==> src/hw/rtl/bbs_pkg.sv <==
package bbs_pkg;

    // sequencer phases, also the encoding shown on the result channel
    typedef enum logic [2:0] {
        PH_IDLE    = 3'd0,
        PH_SOUND   = 3'd1,
        PH_PAUSE   = 3'd2,
        PH_CHECK   = 3'd3,
        PH_BLOCKED = 3'd4,
        PH_UNBLOCK = 3'd5
    } phase_t;

    typedef enum logic [1:0] {
        ACT_UPDATE  = 2'd0,
        ACT_REQUEST = 2'd1,
        ACT_BLOCK   = 2'd2,
        ACT_UNBLOCK = 2'd3
    } action_t;

    // configuration register indexes
    localparam logic [1:0] CFG_TONE_FREQ = 2'd0;
    localparam logic [1:0] CFG_BEEP_LEN  = 2'd1;
    localparam logic [1:0] CFG_GAP_LEN   = 2'd2;

    localparam int unsigned CFG_IDX_W  = 2;
    localparam int unsigned CFG_DATA_W = 16;

    localparam logic [15:0] BEEP_LEN_RESET = 16'd75;
    localparam logic [15:0] GAP_LEN_RESET  = 16'd30;

    typedef struct packed {
        phase_t      phase;
        logic [7:0]  beeps_requested;
        logic [7:0]  beeps_done;
        logic [31:0] sound_start_time;
    } seq_state_t;

    typedef struct packed {
        logic   tone_start;
        logic   tone_stop;
        phase_t phase;
    } step_result_t;

endpackage

==> src/hw/rtl/bbs_step.sv <==
module bbs_step (
    input  bbs_pkg::seq_state_t   state_cur,
    input  logic [1:0]            action,
    input  logic [7:0]            beep_count,
    input  logic [31:0]           now_ms,
    input  logic [15:0]           beep_length_ms,
    input  logic [15:0]           gap_length_ms,
    output bbs_pkg::seq_state_t   state_nxt,
    output bbs_pkg::step_result_t result
);
    import bbs_pkg::*;

    logic [31:0] elapsed;
    logic [16:0] wait_len;
    logic [7:0]  done_inc;

    // wrapping time difference against beep plus gap
    assign elapsed  = now_ms - state_cur.sound_start_time;
    assign wait_len = {1'b0, beep_length_ms} + {1'b0, gap_length_ms};
    assign done_inc = state_cur.beeps_done + 8'd1;

    always_comb begin
        state_nxt         = state_cur;
        result.tone_start = 1'b0;
        result.tone_stop  = 1'b0;
        unique case (action_t'(action))
            ACT_UPDATE: begin
                unique case (state_cur.phase)
                    PH_IDLE: begin
                        if (state_cur.beeps_requested > state_cur.beeps_done) begin
                            state_nxt.phase = PH_SOUND;
                        end
                    end
                    PH_SOUND: begin
                        state_nxt.sound_start_time = now_ms;
                        state_nxt.phase            = PH_PAUSE;
                        result.tone_start          = 1'b1;
                    end
                    PH_PAUSE: begin
                        if (elapsed >= {15'd0, wait_len}) begin
                            state_nxt.phase = PH_CHECK;
                        end
                    end
                    PH_CHECK: begin
                        if (state_cur.beeps_requested != done_inc) begin
                            state_nxt.beeps_done = done_inc;
                            state_nxt.phase      = PH_SOUND;
                        end else begin
                            state_nxt.beeps_done      = 8'd0;
                            state_nxt.beeps_requested = 8'd0;
                            state_nxt.phase           = PH_IDLE;
                            result.tone_stop          = 1'b1;
                        end
                    end
                    PH_BLOCKED: begin
                    end
                    default: begin
                        // unblocking, and codes that never arise
                        state_nxt.phase      = PH_IDLE;
                        state_nxt.beeps_done = 8'd0;
                        result.tone_stop     = 1'b1;
                    end
                endcase
            end
            ACT_REQUEST: state_nxt.beeps_requested = beep_count;
            ACT_BLOCK:   state_nxt.phase = PH_BLOCKED;
            ACT_UNBLOCK: state_nxt.phase = PH_UNBLOCK;
            default:     state_nxt = state_cur;
        endcase
        result.phase = state_nxt.phase;
    end

endmodule

==> src/hw/rtl/beep_burst_sequencer.sv <==
// channel | direction | handshake          | payload
// s_      | in        | s_valid / s_ready  | s_action, s_beep_count, s_now_ms
// m_      | out       | m_valid / m_ready  | m_tone_start, m_tone_stop, m_phase_code
// cfg_    | in        | cfg_wr_en          | cfg_index, cfg_wr_data
//
// two register stages: an input register, then the step logic, then the result
// register; a beat accepted on s_ shows on m_valid once it reaches the result register
// one beat per cycle sustained while m_ready is high; the sequencer state is updated in
// the cycle a beat moves from the input register to the result register
// reset (aresetn low, synchronous) empties both stages, idles the sequencer,
// clears both counts and the start time and reloads the beep and gap lengths
// m_ready low holds the result; the input register still takes one more beat

module beep_burst_sequencer (
    input  logic        aclk,
    input  logic        aresetn,

    input  logic        s_valid,
    output logic        s_ready,
    input  logic [1:0]  s_action,
    input  logic [7:0]  s_beep_count,
    input  logic [31:0] s_now_ms,

    output logic        m_valid,
    input  logic        m_ready,
    output logic        m_tone_start,
    output logic        m_tone_stop,
    output logic [2:0]  m_phase_code,

    input  logic                            cfg_wr_en,
    input  logic [bbs_pkg::CFG_IDX_W-1:0]   cfg_index,
    input  logic [bbs_pkg::CFG_DATA_W-1:0]  cfg_wr_data
);
    import bbs_pkg::*;

    // input register
    logic        in_valid_reg;
    logic [1:0]  in_action_reg;
    logic [7:0]  in_count_reg;
    logic [31:0] in_now_reg;

    // result register
    logic         out_valid_reg;
    step_result_t out_result_reg;

    // sequencer state and configuration
    seq_state_t  state_reg;
    seq_state_t  state_next;
    step_result_t step_result;
    logic [15:0] beep_len_reg;
    logic [15:0] gap_len_reg;

    logic advance;
    logic s_accept;

    // a beat moves on when the result register is empty or being drained
    assign advance  = in_valid_reg && (!out_valid_reg || m_ready);
    assign s_ready  = !in_valid_reg || advance;
    assign s_accept = s_valid && s_ready;

    always_ff @(posedge aclk) begin
        if (!aresetn) begin
            in_valid_reg <= 1'b0;
        end else if (s_ready) begin
            in_valid_reg <= s_valid;
        end
    end

    // payload needs no reset
    always_ff @(posedge aclk) begin
        if (s_accept) begin
            in_action_reg <= s_action;
            in_count_reg  <= s_beep_count;
            in_now_reg    <= s_now_ms;
        end
    end

    bbs_step u_step (
        .state_cur      (state_reg),
        .action         (in_action_reg),
        .beep_count     (in_count_reg),
        .now_ms         (in_now_reg),
        .beep_length_ms (beep_len_reg),
        .gap_length_ms  (gap_len_reg),
        .state_nxt      (state_next),
        .result         (step_result)
    );

    // sequencer state commits only when the beat leaves the input register
    always_ff @(posedge aclk) begin
        if (!aresetn) begin
            state_reg.phase            <= PH_IDLE;
            state_reg.beeps_requested  <= 8'd0;
            state_reg.beeps_done       <= 8'd0;
            state_reg.sound_start_time <= 32'd0;
        end else if (advance) begin
            state_reg <= state_next;
        end
    end

    // configuration; this block keeps no tone frequency register, so a write to
    // that index changes no result here
    always_ff @(posedge aclk) begin
        if (!aresetn) begin
            beep_len_reg <= BEEP_LEN_RESET;
            gap_len_reg  <= GAP_LEN_RESET;
        end else if (cfg_wr_en) begin
            unique case (cfg_index)
                CFG_BEEP_LEN: beep_len_reg <= cfg_wr_data;
                CFG_GAP_LEN:  gap_len_reg  <= cfg_wr_data;
                default: begin
                end
            endcase
        end
    end

    always_ff @(posedge aclk) begin
        if (!aresetn) begin
            out_valid_reg <= 1'b0;
        end else if (advance) begin
            out_valid_reg <= 1'b1;
        end else if (m_ready) begin
            out_valid_reg <= 1'b0;
        end
    end

    always_ff @(posedge aclk) begin
        if (advance) begin
            out_result_reg <= step_result;
        end
    end

    assign m_valid      = out_valid_reg;
    assign m_tone_start = out_result_reg.tone_start;
    assign m_tone_stop  = out_result_reg.tone_stop;
    assign m_phase_code = out_result_reg.phase;

endmodule

==> config.mk <==
export PLATFORM = sky130hd
export DESIGN_NAME = beep_burst_sequencer
export DESIGN_NICKNAME = d
export VERILOG_FILES = /design/src/hw/rtl/bbs_pkg.sv /design/src/hw/rtl/bbs_step.sv /design/src/hw/rtl/beep_burst_sequencer.sv
export SDC_FILE = /design/constraint.sdc
export NUM_CORES = 1
export LEC_CHECK = 0
export BUFFER_PORTS_ARGS = -buffer_cell sky130_fd_sc_hd__buf_2
export CELL_PAD_IN_SITES_DETAIL_PLACEMENT = 0
export CELL_PAD_IN_SITES_GLOBAL_PLACEMENT = 2
export CORE_ASPECT_RATIO = 1.4
export CORE_MARGIN = 2
export CORE_UTILIZATION = 34
export DETAILED_ROUTE_END_ITERATION = 10
export PLACE_DENSITY = 0.8
export SKIP_LAST_GASP = 1
export SLEW_MARGIN = 15
export SYNTH_ARGS = -nofsm -noshare
export SYNTH_HDL_FRONTEND = slang
export SYNTH_SLANG_ARGS = --single-unit
==> constraint.sdc <==
create_clock -name aclk -period 3.9 [get_ports aclk]
set_input_delay 0.195 -clock aclk [delete_from_list [all_inputs] [get_ports aclk]]
set_output_delay 0.195 -clock aclk [all_outputs]
set_load 0.05 [all_outputs]
### After elaboration in Yosys (flattened, before gate mapping)

Index checks and enable logic that the tools add are counted.
W data, S select, Z words.

| operators by class | value |
|---|---|
| magnitude comparators | 2 |
| equality and inequality tests | 12 |
| reduce and logical (&&, ||, !) cells | 16 |
| multiplexer cells | 15 |
| $add $sub $neg | 3 |
| bitwise operators | 1 |

Operator list:

| operator | number |
|---|---|
| $ge A32 B17 Y1 | 1 |
| $pmux W8 S2 | 2 |
| $sub A32 B32 Y32 | 1 |
| $mux W8 | 3 |
| $add A16 B16 Y17 | 1 |
| $pmux W3 S5 | 1 |
| $pmux W3 S3 | 1 |
| $add A8 B1 Y8 const B | 1 |
| $gt A8 B8 Y1 | 1 |
| $ne A8 B8 Y1 | 1 |
| $eq A2 B2 Y1 const B | 3 |
| $eq A3 B2 Y1 const B | 2 |
| $mux W3 | 2 |
| $reduce_and A3 Y1 | 2 |
| $mux W1 | 5 |
| $eq A2 B1 Y1 const B | 2 |
| $ne A2 B2 Y1 const B | 2 |
| $reduce_and A2 Y1 | 2 |
| $reduce_and A4 Y1 | 1 |
| $reduce_bool A2 Y1 | 2 |
| $reduce_or A4 Y1 | 1 |
| $eq A3 B1 Y1 const B | 1 |
| $eq A3 B3 Y1 const B | 1 |
| $logic_not A3 Y1 | 1 |
| other kinds (6) | 9 |

| storage, ports and cells | value |
|---|---|
| input bits | 65 |
| output and inout bits | 7 |
| logic and storage cells | 63 |
| bits in registers | 132 |

### Logic depth before layout (Yosys ltp)

| logic depth | value |
|---|---|
| depth after elaboration | 5 |
| depth in mapped cells | 21 |
| mapped depth without buffers | 21 |

### Hierarchy

Synthesis repeated with hierarchy kept, for this count alone.

| second synthesis, totals | value |
|---|---|
| cells, all modules | 1015 |
| area, all modules | 8684.6 µm² |

By module, submodules not included:

| module | cells each | seq. area each (µm²) | instances | area each (µm²) |
|---|---|---|---|---|
| beep_burst_sequencer | 401 | 3113.0 | 1 | 4654.5 |
| bbs_step | 614 | 0.0 | 1 | 4030.1 |

### Worst setup path after synthesis

OpenSTA, ideal clock, no wires.

| timing | value |
|---|---|
| path type | reg-to-reg |
| from | reg beep_len_reg[0] |
| to | reg out_result_reg (netlist bit m_phase_code[0]), data pin |
| clock period less this slack | 4.111 ns |
| setup slack | -0.211 ns |
| arrival time | 3.845 ns |
| data required time | 3.633 ns |
| library setup time | 0.267 ns |
| cell stages (with the launch flop) | 21 |
| buffers on the path | 0 |
| cells stage by stage | dfxtp_1 ha_1 inv_1 fa_1 inv_1 a21oi_1 o21bai_1 a21o_1 a31o_2 nand4_1 a31oi_1 a311oi_1 o21a_1 ha_1 nor2_1 nand3_1 a2111oi_0 o2111ai_1 or4_4 nor4_2 a21oi_1 |

RTL lines:

| what | line | RTL |
|---|---|---|
| start, declared | beep_burst_sequencer.sv:50 | `logic [15:0] beep_len_reg;` |
| start signal, assigned | beep_burst_sequencer.sv:109 | `CFG_BEEP_LEN: beep_len_reg <= cfg_wr_data;` |
| end signal, assigned | beep_burst_sequencer.sv:129 | `out_result_reg <= step_result;` |
| end, declared | beep_burst_sequencer.sv:44 | `step_result_t out_result_reg;` |

==> metrics.yaml <==
clock-sinks: 132
vdd_ir_drop_max_v: 0.0002965
required_ps: 4070
yosys.cell_types.count: 67
worstHoldStart: "cfg_wr_data[12]"
grt_use_total_pct: 17.04
ant_nets: 0
syn_nets: 1158
die-area_sq_um: 26600
hold_viol: 0
setup_tns_ps: -218.4
finalSetupViolCount: 2
run_status: "complete, but fails checks"
grt_pass1_vias: 7432
p_leak_nw: 4.141
worst_path_most_repeated_cell: "inv_2"
gp_congestion: 0.8508
regArea_sq_um: 3115
crit_start: "beep_len_reg[0]"
max_freq_mhz: 245.2
instances_no_fill: 1490
syn2layout_area_growth_pct: 25.13
final.period_utilization_pct: 104.6
power_density_nw_per_um2: 351.1
core_sq_um: 24760
pin_count: 72
worst_pin_slew_ps: 849.0
numCtsBuffers: 17
cts_tree: "yes"
worstHoldPathType: "in -> reg"
ys_warn_count: 0
synthArstFlopShare_pct: 0
grt_max_degree: 51
finalCriticalPeriod_ps: 4078
max_slew_margin_pct: 43.40
cp_cell_sequence: "ha_4 -> inv_2 -> fa_2 -> inv_2 -> a21oi_2 -> o21bai_1 -> a21o_1 -> a31o_2 -> nand4_1 -> a31oi_2 -> a311oi_2 -> o21a_1 -> ha_2 -> nor2_1 -> nand3_1 -> a2111oi_2 -> o2111ai_1 -> or4_4 -> nor4_4 -> a21oi_1"
synth.area.top_cells: "dfxtp_1, edfxtp_1, ha_1"
grt_overflow: 0
worstReg2RegStart: "beep_len_reg[0]"
slowest_delay_ps: 570
syn_avg_cell_area_sq_um: 8.447
finalWirelength_mm: 22.32
fp.dieH_um: 192.2
drive_gt1_share_pct: 16.26
post-dp-hpwl_mm: 16.80
crit_type: "reg -> reg"
final_nets: 1302
end_kind: "flop"
violations: "negative setup slack"
synthCells: 1018
placed_cells: 1405
yosys_register_bits: 132
r2r_slack_ps: -180
antennaDiodeCount: 0
clkTransAtPathRegs_ps: 70
wire_per_inst_um: 14.98
nFillCells: 2457
largest_reg_flops: 51
via_per_inst: 5.079
ctsLongestPathBuffers: 2
drv_slew: 0
dr.pass1.iters: 5
yosysTopAreaCellShare_pct: 19.79
dpl_cell_area_sq_um: 9545
arrival_ps: 4250
ys_top_cells_by_count: "nand2_1, dfxtp_1, ha_1, a21oi_1"
clock_skew_ps: 10.20
cp_max_fo: 2
multi_input_area_sq_um: 5177
insertion_delay_ps: 440
die_w_um: 138.4
cts_root_buf: "clkbuf_16"
synth_edf_count: 47
vias: 7567
synth-main-ff-cell: "dfxtp_1"
hold_slack_ps: 10.65
syn_area_sq_um: 8599
synth.most_common_cell: "nand2_1"
synth_top_area_cell: "dfxtp_1"
final_area_sq_um: 10760
slowest_stage: "or4_4"
drc_errors: 0
rsz0062_at_grt: "yes"
initial_core_util_pct: 34.73
layout_setup_ws_ps: -177.6
io_buffer_count: 71
antenna_found_initial: 0
ys_seq_area_share_pct: 36.20
htreeDepth: 4
drt_iter0_drc: 325
rows: 68
crit_path_start_kind: "flop"
grt_pass1_wl_mm: 36.74
cap_violations: 0
==> worst max-delay path, delay by kind of cell (launching register included) <==
family	cells	cell delay [ps]
buf+inv	2	90
flops	1	350
fa+ha+maj	3	640
compound gates	10	1610
simple gates	5	1120
==> cell usage in the layout, fill, tap and decap left out, drive strengths merged, types with 4 or more instances in the layout <==
master / count
a211oi: 6
a21boi: 63
a21o: 19
a21oi: 65
a31oi: 16
and2: 8
and4: 4
buf: 121
clkbuf: 19
clkinv: 6
dfxtp: 85
dlygate4sd3: 49
edfxtp: 47
ha: 73
inv: 64
mux2: 4
mux2i: 4
nand2: 185
nand2b: 12
nand3: 22
nand3b: 4
nand4: 12
nor2: 46
nor2b: 29
nor3: 16
nor3b: 5
nor4: 7
nor4b: 6
o2111ai: 4
o211ai: 9
o21a: 9
o21ai: 46
o21bai: 8
o31ai: 8
o41ai: 4
or2: 4
or3: 8
xnor2: 24
xor2: 14
==> metrics by stage <==
| stage | util (%) | total power, mW | worst slack, ps |
|---|---|---|---|
| after floorplan | - | 1.900 | 28.87 |
| after global placement | 38.55 | 2.091 | -244.9 |
| after detailed placement | 38.55 | 2.092 | -312.7 |
| after CTS | 43.41 | 3.819 | -183.5 |
| after global routing | 43.46 | 3.951 | -489.7 |
| final | 43.46 | 3.778 | -177.6 |
==> final timing paths <==
kind,end,cells after the start
min reg2reg,state_reg[18],2
min,gap_len_reg[12],3
max,m_phase_code[0],20
max reg2reg,m_phase_code[0],20
==> per-layer routing <==
layer  vias up  GRT usage [%]  routed length [um]
met2       131          30.27               11140
met4         0          7.418                 658
met5         -              0                   0
met3        42          2.867                 641
li1       3916              -                   -
met1      3478          20.28                9883
==> kinds of logic after synthesis <==
group,after synthesis,share of synthesized area (%)
mux,8,0.9894
xor+xnor,38,3.870
compound gates,283,21.84
simple gates,376,21.08
fa+ha+maj,75,11.09
buf+inv,106,4.932
flops,132,36.20
==> layout make-up <==
type | count | area share [%]
clock buffer | 19 | 4.314
clock inverter | 13 | 1.360
inverter | 61 | 2.128
multi-input combinational | 780 | 48.12
sequential | 132 | 28.95
tap | 315 | 3.663
timing repair buffer | 170 | 11.47
==> power by group <==
group | leakage [nW] | switching [mW] | internal [mW]
combinational | 2.70 | 0.330 | 0.282
clock | 0.295 | 0.658 | 1.00
sequential | 1.15 | 0.0297 | 1.48
total | 4.14 | 1.02 | 2.76
==> repair_timing <==
action                     CTS  global route
resized for setup           18             2
setup endpoints to repair    2             2
pin swaps                   13             3
setup buffers                3             1
hold endpoints to repair    51             0
hold buffers                49             0
No activity file was read; power rests on OpenSTA's default activity.
